`src/rtl/brmq_pkg.sv`:
```
package brmq_pkg;

    localparam int unsigned IDX_W      = 10;
    localparam int unsigned VAL_W      = 32;
    localparam int unsigned REM_W      = 8;
    localparam int unsigned CNT_W      = 11;
    localparam int unsigned CFG_ADDR_W = 3;
    localparam int unsigned CFG_DATA_W = 32;

    localparam logic [CNT_W-1:0] COUNT_RESET = 11'd1024;

    localparam logic REG_ELEMENT_COUNT = 1'b0;

    localparam logic STATUS_OK  = 1'b0;
    localparam logic STATUS_BAD = 1'b1;

    typedef enum logic {
        OP_WRITE = 1'b0,
        OP_QUERY = 1'b1
    } t_op;

    typedef enum logic [3:0] {
        S_IDLE,
        S_ISSUE,
        S_ISSUE_E,
        S_SPLIT,
        S_W_READ,
        S_W_UPD,
        S_CHECK,
        S_SCAN_A,
        S_SCAN_B,
        S_SCAN_C,
        S_DRAIN,
        S_OUT
    } t_state;

    typedef enum logic {
        TAG_LOW  = 1'b0,
        TAG_HIGH = 1'b1
    } t_split_tag;

    typedef struct packed {
        logic             valid;
        t_split_tag       tag;
        logic [IDX_W-1:0] index;
    } t_split_req;

    typedef struct packed {
        logic             valid;
        t_split_tag       tag;
        logic [IDX_W-1:0] quot;
        logic [REM_W-1:0] rem;
    } t_split_rsp;

    typedef struct packed {
        logic signed [VAL_W-1:0] value;
        logic [IDX_W-1:0]        position;
    } t_summary;

endpackage

```
`src/rtl/brmq_div.sv`:
```
module brmq_div import brmq_pkg::*; #(
    parameter int unsigned BLOCK_LENGTH = 16
) (
    input  logic       i_clk,
    input  logic       i_rst_n,
    input  t_split_req i_req,
    output t_split_rsp o_rsp
);

    localparam int unsigned K  = 16;
    localparam int unsigned M  = (1 << K) / BLOCK_LENGTH;
    localparam int unsigned PW = IDX_W + K + 1;
    localparam int unsigned RW = 2 * IDX_W;

    logic             r_vld1;
    t_split_tag       r_tag1;
    logic [IDX_W-1:0] r_num;
    logic [PW-1:0]    r_prod;

    logic [IDX_W-1:0] q0;
    logic [RW-1:0]    r0;
    logic             over;

    t_split_rsp r_rsp;

    always_comb begin
        q0   = IDX_W'(r_prod >> K);
        r0   = RW'(r_num) - RW'(q0) * RW'(BLOCK_LENGTH);
        over = (r0 >= RW'(BLOCK_LENGTH));
    end

    always_ff @(posedge i_clk) begin
        if (!i_rst_n) begin
            r_vld1      <= 1'b0;
            r_rsp.valid <= 1'b0;
        end else begin
            r_vld1      <= i_req.valid;
            r_rsp.valid <= r_vld1;
        end
        r_tag1 <= i_req.tag;
        r_num  <= i_req.index;
        r_prod <= PW'(i_req.index) * PW'(M);
        r_rsp.tag <= r_tag1;
        if (over) begin
            r_rsp.quot <= q0 + IDX_W'(1);
            r_rsp.rem  <= REM_W'(r0 - RW'(BLOCK_LENGTH));
        end else begin
            r_rsp.quot <= q0;
            r_rsp.rem  <= REM_W'(r0);
        end
    end

    assign o_rsp = r_rsp;

endmodule

```
`config.mk`:
```
export PLATFORM = sky130hd
export DESIGN_NAME = brmq_div
export DESIGN_NICKNAME = d
export VERILOG_FILES = /design/src/rtl/brmq_pkg.sv /design/src/rtl/brmq_div.sv
export SDC_FILE = /design/constraint.sdc
export NUM_CORES = 1
export LEC_CHECK = 0
export BUFFER_PORTS_ARGS = -buffer_cell sky130_fd_sc_hd__buf_4
export CORE_UTILIZATION = 38
export DETAILED_ROUTE_END_ITERATION = 6
export GPL_ROUTABILITY_DRIVEN = 1
export PLACE_DENSITY_LB_ADDON = 0.12
export SLEW_MARGIN = 20
export SYNTH_ARGS = -nofsm -noshare
export SYNTH_HDL_FRONTEND = slang
export SYNTH_SLANG_ARGS = --single-unit
```
`constraint.sdc`:
```
create_clock -name i_clk -period 0.9 [get_ports i_clk]
set_clock_uncertainty 0.2 [all_clocks]
set_input_delay 0 -clock i_clk [delete_from_list [all_inputs] [get_ports i_clk]]
set_output_delay 0 -clock i_clk [all_outputs]
set_load 0.005 [all_outputs]
```
# Word level (Yosys, flattened, before mapping)

Index checks and enable logic that the tools add are counted.

Register bits after elaboration: 32
Output and inout bits: 20
Word-level logic and storage cells: 14

Add/subtract/negate cells: 3
Order comparisons: 1
Multiplexer cells: 1

Operator list:

| operator              | count |
|---|---|
| $ge A20 B5 Y1 const B | 1 |
| $mux W14              | 1 |
| $sub A10 B10 Y11      | 1 |
| $sub A8 B6 Y8 const B | 1 |
| $add A6 B1 Y7 const B | 1 |

# Longest topological paths before layout

Gate-level depths: netlist (run 1).

Depth after elaboration: 3
Mapped depth: 1

# Least setup slack after synthesis (run 1)

OpenSTA, ideal clock, no wires.

Path kind: reg-to-reg
Start point: register r_vld1
End point: register r_rsp (netlist bit o_rsp[19])
Setup time: 0.115 ns
Arrival: 0.401 ns
Slack: 0.184 ns
Cell stages (with the launch flop): 2
Buffers on the path: 0
Clock period less this slack: 0.716 ns
Cells stage by stage: dfxtp_1 -> and2_1

RTL lines:

| item                   | RTL line       | RTL |
|---|---|---|
| start, declared        | brmq_div.sv:15 | `logic r_vld1;` |
| start signal, assigned | brmq_div.sv:37 | `r_vld1 <= i_req.valid;` |
| end, declared          | brmq_div.sv:24 | `t_split_rsp r_rsp;` |

No word-level cell between the ends.

# Worst setup path after layout (run 1)

Start point: register r_rsp (netlist bit o_rsp[12])
End point: output o_rsp[12] in the netlist's numbering

RTL lines:

| item          | RTL line      | RTL |
|---|---|---|
| end, declared | brmq_div.sv:7 | `output t_split_rsp o_rsp` |

No word-level cell between the ends.

==> flow_metrics.tcl, run 1 <==
set metrics [dict create \
    routed_wl_um 794 \
    gp_congestion 0.552 \
    tritoncts "built" \
    yosys.cell_types.count 4 \
    fin_crit_sh 1.06 \
    setup.worst_path.end_class "primary output" \
    ys_warn_count 0 \
    top_level_ports 34 \
    fmax_ghz 1.05 \
    r2r_slack_ns 0.16 \
    clkPwrFrac 0.368 \
    avgSynthCellArea_um2 15.9 \
    cts-root-buf "clkbuf_4" \
    status "finished with violations" \
    synth_compound_area_frac 0 \
    drc 0 \
    p_leak_nw 0.444 \
    postCtsSetupBuffers 0 \
    grt_overflow 0 \
    cts_buffers 3 \
    die_area_um2 1620 \
    intPower_mw 1.68 \
    hp-class "in -> reg" \
    crit_type "reg -> out" \
    whs_path_depth 2 \
    layout-drive-gt1-share 0.461 \
    clockBufferDepth 2 \
    critPathMaxFanout 1 \
    ir_drop_mv 1.40 \
    sw_frac_of_total 0.171 \
    grt_usage 0.118 \
    dp.cells 74 \
    nNetsFinal 91 \
    antennaDiodeCount 0 \
    start_util 0.417 \
    synth_edf_count 0 \
    ys_top_cells_by_count "dfxtp_1 (24), buf_4 (8), and2_1 (2)" \
    synth_top_area_share 0.863 \
    drv_cap 0 \
    power.density_nw_per_um2 2160 \
    core_area_um2 1330 \
    synth_top_family_by_area "buffers and inverters" \
    ys_ff_latch 24 \
    synth.area.mux_share 0 \
    slew_viol_final 0 \
    wl_per_cell_um 8.73 \
    final.min_clock_period_ns 0.956 \
    setup_viol 12 \
    crit_chain "buf_6" \
    synth_seq_area_share 0.863 \
    grt_pass1_wl_mm 1.14 \
    viasPerCell 3.59 \
    yosysTopAreaCell "dfxtp_1" \
    grt_pass1_vias 296 \
    violations "setup timing" \
    hold_viol_final 0 \
    clk_pin_slew_worst_paths_ns 0.13 \
    critPathRequiredTime_ns 0.70 \
    synth-adder-area-share 0 \
    synthMostInstantiatedCell "dfxtp_1" \
    worst-path-buf-inv 1 \
    synth_simple_gate_area_frac 0.0225 \
    drt-initial-drc-count 0 \
    antenna_found_initial 0 \
    critPathArrivalTime_ns 0.76 \
    p_total_mw 2.03 \
    drt_first_pass_iters 1 \
    synth_xor_area_frac 0 \
    cp-start-kind "flop" \
    power_frac_comb 0.074 \
    post-place-ws_ns 0.177 \
    synth_async_sr_flop_share 0 \
    htree_levels 1 \
    area_delta_synth_final_pct 69.2 \
    syn_inst 35 \
    fin_ws_ns -0.0556 \
    regToRegStartpoint "r_vld1" \
    finalNonFillerCells 91 \
    startpoint "o_rsp[12]" \
    cts.sinks 24 \
    cpLargestDelayFamily "flip-flops" \
    port_buffers 25 \
    grt_max_degree 15 \
    row_count 13 \
    power_frac_seq 0.559 \
    yosys-top-cells-area "dfxtp_1 (86%), buf_4 (11%), and2_1 (2.2%)" \
    grt_setup_unrepaired "yes" \
    switching_power_uw 348 \
    crit_cells 1 \
    synth_flop_cell "dfxtp_1" \
    worst-r2r-cell-count 1 \
    r2r_end "o_rsp[19]" \
    postRouteAntennaNets 0 \
    cpMaxStageDelayCell "dfxtp_2" \
    crit_end "o_rsp[12]" \
    slowest_delay_ns 0.35 \
    syn_area_um2 557 \
    route.vias.total 327 \
    die_w_um 40.3 \
    die_h_um 40.3 \
    clk_latency_ns 0.29 \
]
-- metal layers --
layer  up-vias  GRT usage  share of wire
met5         -          0              0
met4         0      0.100         0.0076
met3         2     0.0333          0.058
met2        16      0.210           0.56
met1       139      0.110           0.37
li1        170          -              -
-- logic make-up (layout without fill, tap and decap cells) --
family	count (synthesis)	count (layout)
other cells	1	8
buf+inv	8	42
simple gates	2	2
flops	24	24
-- final cells by class --
class / count / area [um^2]
flip-flops and latches: 24 / 488
fillers: 97 / 392
repair buffers: 38 / 340
multi-input cells: 10 / 42.5
clock inverters: 1 / 30.0
clock buffers: 3 / 22.5
well taps: 15 / 18.8
-- worst min path at each step --
stage	to	startpoint
2_1_floorplan	r_prod[12]	i_req[0]
3_3_place_gp	r_prod[21]	i_req[9]
3_5_place_dp	r_prod[18]	i_req[6]
4_1_cts	r_prod[20]	i_req[8]
5_1_grt	r_prod[13]	i_req[1]
6_report	r_prod[18]	i_req[6]
-- registers in the layout, summed over array words and instances, names as in the netlist --
| signal | count |
|---|---|
| o_rsp | 12 |
| r_tag1 | 1 |
| r_prod | 10 |
| r_vld1 | 1 |
-- metrics by stage --
stage	TNS (ns)	hold slack, ns	area [um^2]	util
after floorplan	0	-0.172	583	-
after global placement	0	-0.0958	729	0.547
after detailed placement	0	-0.0944	729	0.547
after CTS	-0.709	0.113	917	0.688
after global routing	-1.03	0.112	942	0.706
final	-0.508	0.129	942	0.706
-- cells in the final DEF (no fill, tap or decap), drive strengths merged --
| master | Yosys | routed |
|---|---|---|
| dlygate4sd3 | 0 | 13 |
| dfxtp | 24 | 24 |
| bufinv | 0 | 1 |
| clkbuf | 0 | 3 |
| and2 | 2 | 2 |
| buf | 8 | 25 |
| conb | 1 | 8 |
-- what timing repair did --
item | 4_1_cts | 5_1_grt
hold endpoints to repair | 13 | 0
gates resized for setup | 2 | 10
endpoints found under the setup margin | 12 | 12
hold buffers | 13 | 0
-- power groups by stage --
stage | Sequential [mW] | Clock (mW) | Combinational, mW
floorplan | 1.16 | 0 | 0.0350
global placement | 1.15 | 0 | 0.0946
detailed placement | 1.16 | 0 | 0.0958
CTS | 1.13 | 0.771 | 0.142
global route | 1.14 | 0.822 | 0.164
finish | 1.14 | 0.747 | 0.150
(Power assumes the default switching activity.)
==> inputs of run 2 (changes only) <==
CTS_BUF_LIST = sky130_fd_sc_hd__clkbuf_16   (was unset)
==> run 2 against run 1 <==
Net effect: the flow now finishes without violations; clock power grew 63%; via count grew 0.61%; final cell count is the same; non-clock buffer count is the same; maximum frequency grew 9.5%; clock-buffer cell count is the same; wire length grew 1.4%; combinational power shrank 3%; worst setup slack gained 0.083 ns; global-route usage is essentially flat; sequential power is essentially flat.
==> flow_metrics.tcl, run 2 (synthesis results as in run 1) <==
set metrics [dict create \
    route.vias.total 329 \
    clk_pin_slew_worst_paths_ns 0.06 \
    postRouteAntennaNets 0 \
    wl_per_cell_um 8.85 \
    worst-path-buf-inv 1 \
    antenna_found_initial 0 \
    viasPerCell 3.62 \
    hp-class "reg -> reg" \
    critPathArrivalTime_ns 0.67 \
    die_w_um 40.3 \
    critPathRequiredTime_ns 0.70 \
    grt_pass1_vias 289 \
    clk_latency_ns 0.25 \
    holdCritStartpoint "r_prod[21]" \
    row_count 13 \
    largest_reg_flops 12 \
    cp-start-kind "flop" \
    drv_cap 0 \
    drt_first_pass_iters 1 \
    cts.sinks 24 \
    critPathMaxFanout 1 \
    status "complete, no violations" \
    routed_wl_um 805 \
    antennaDiodeCount 0 \
    fin_crit_sh 0.969 \
    cpMaxStageDelayCell "dfxtp_2" \
    grt_overflow 0 \
    grt_usage 0.118 \
    r2r_end "o_rsp[19]" \
    hold_end "o_rsp[13]" \
    regToRegStartpoint "r_vld1" \
    grt_pass1_wl_mm 1.12 \
    setup.worst_path.end_class "primary output" \
    die_area_um2 1620 \
    cts-root-buf "clkbuf_16" \
    layout_commonest_cell "buf_4" \
    slew_viol_final 0 \
    fmax_ghz 1.15 \
    top_level_ports 34 \
    finalSetupTns_ns 0 \
    start_util 0.417 \
    final.min_clock_period_ns 0.872 \
    cts_buffers 3 \
    nNetsFinal 91 \
    gp_congestion 0.552 \
    whs_path_depth 0 \
    grt_setup_unrepaired "no" \
    p_total_mw 2.50 \
    power.density_nw_per_um2 2550 \
    layout-drive-gt1-share 0.421 \
    area_delta_synth_final_pct 76.0 \
    slowest_delay_ns 0.32 \
    ir_drop_mv 1.43 \
    clockBufferDepth 2 \
    layout_common_cells "buf_4 (22), dfxtp_1 (21), dlygate4sd3_1 (13)" \
    crit_chain "buf_6" \
    drc 0 \
    drt-initial-drc-count 0 \
    crit_type "reg -> out" \
    tritoncts "built" \
    core_area_um2 1330 \
    cpLargestDelayFamily "flip-flops" \
    hold_viol_final 0 \
    die_h_um 40.3 \
    htree_levels 1 \
    worst-r2r-cell-count 1 \
    p_leak_nw 0.463 \
    grt_max_degree 15 \
    setup_viol 0 \
    port_buffers 25 \
    r2r_slack_ns 0.17 \
]
==> run 2: cell count changes in the layout (fill, tap and decap cells not counted) <==
cell       previous run  this run
dfxtp_2               6         3
clkbuf_16             0         3
buf_6                 6         3
dfxtp_1              18        21
buf_4                19        22
clkbuf_4              3         0
==> run 2: worst max-delay path by stage <==
| stage | from | endpoint | slack, ns | cells past startpoint |
|---|---|---|---|---|
| after floorplan | r_vld1 | o_rsp[19] | 0.18 | 1 |
| after global placement | r_vld1 | o_rsp[19] | 0.18 | 1 |
| after detailed placement | r_vld1 | o_rsp[19] | 0.18 | 1 |
| after CTS | o_rsp[12] | o_rsp[12] | 0.009 | 1 |
| after global routing | o_rsp[8] | o_rsp[8] | 0.004 | 1 |
| final | o_rsp[12] | o_rsp[12] | 0.03 | 1 |
==> run 2: area by class of cell <==
type | count | area, um^2
Fill cell | 96 | 354
Timing Repair Buffer | 38 | 329
Sequential cell | 24 | 484
Tap cell | 15 | 18.8
Clock buffer | 3 | 75.1
Multi-Input combinational cell | 10 | 42.5
Clock inverter | 1 | 30.0
==> run 2: what timing repair did <==
action / in CTS / in global routing
endpoints found under the setup margin: 0 / 3
resized for setup: 0 / 6
hold buffers: 13 / 0
hold endpoints to repair: 13 / 0
buffers inserted: 0 / 0
==> run 2: report_power, final <==
part / internal, mW / switching (mW) / total (mW)
logic: 0.109 / 0.0367 / 0.146
clock network: 0.882 / 0.334 / 1.22
registers: 1.12 / 0.0131 / 1.13
==> run 2: per-stage QoR <==
| step | utilization | worst slack, ns | area (um^2) | hold slack [ns] | cells |
|---|---|---|---|---|---|
| finish | 0.735 | 0.0276 | 980 | 0.125 | 91 |
| CTS | 0.723 | 0.00922 | 965 | 0.126 | 91 |
| detailed placement | 0.547 | 0.177 | 729 | -0.0944 | 74 |
| floorplan | - | 0.184 | 583 | -0.172 | 42 |
| global placement | 0.547 | 0.182 | 729 | -0.0958 | 74 |
| global route | 0.735 | 0.00399 | 980 | 0.131 | 91 |
==> run 2: routing by layer <==
| layer | track usage | vias up | wire length, um |
|---|---|---|---|
| li1 | - | 169 | - |
| met1 | 0.103 | 142 | 295 |
| met2 | 0.218 | 16 | 452 |
| met3 | 0.0500 | 2 | 50 |
| met4 | 0.0750 | 0 | 6 |
| met5 | 0 | - | 0 |
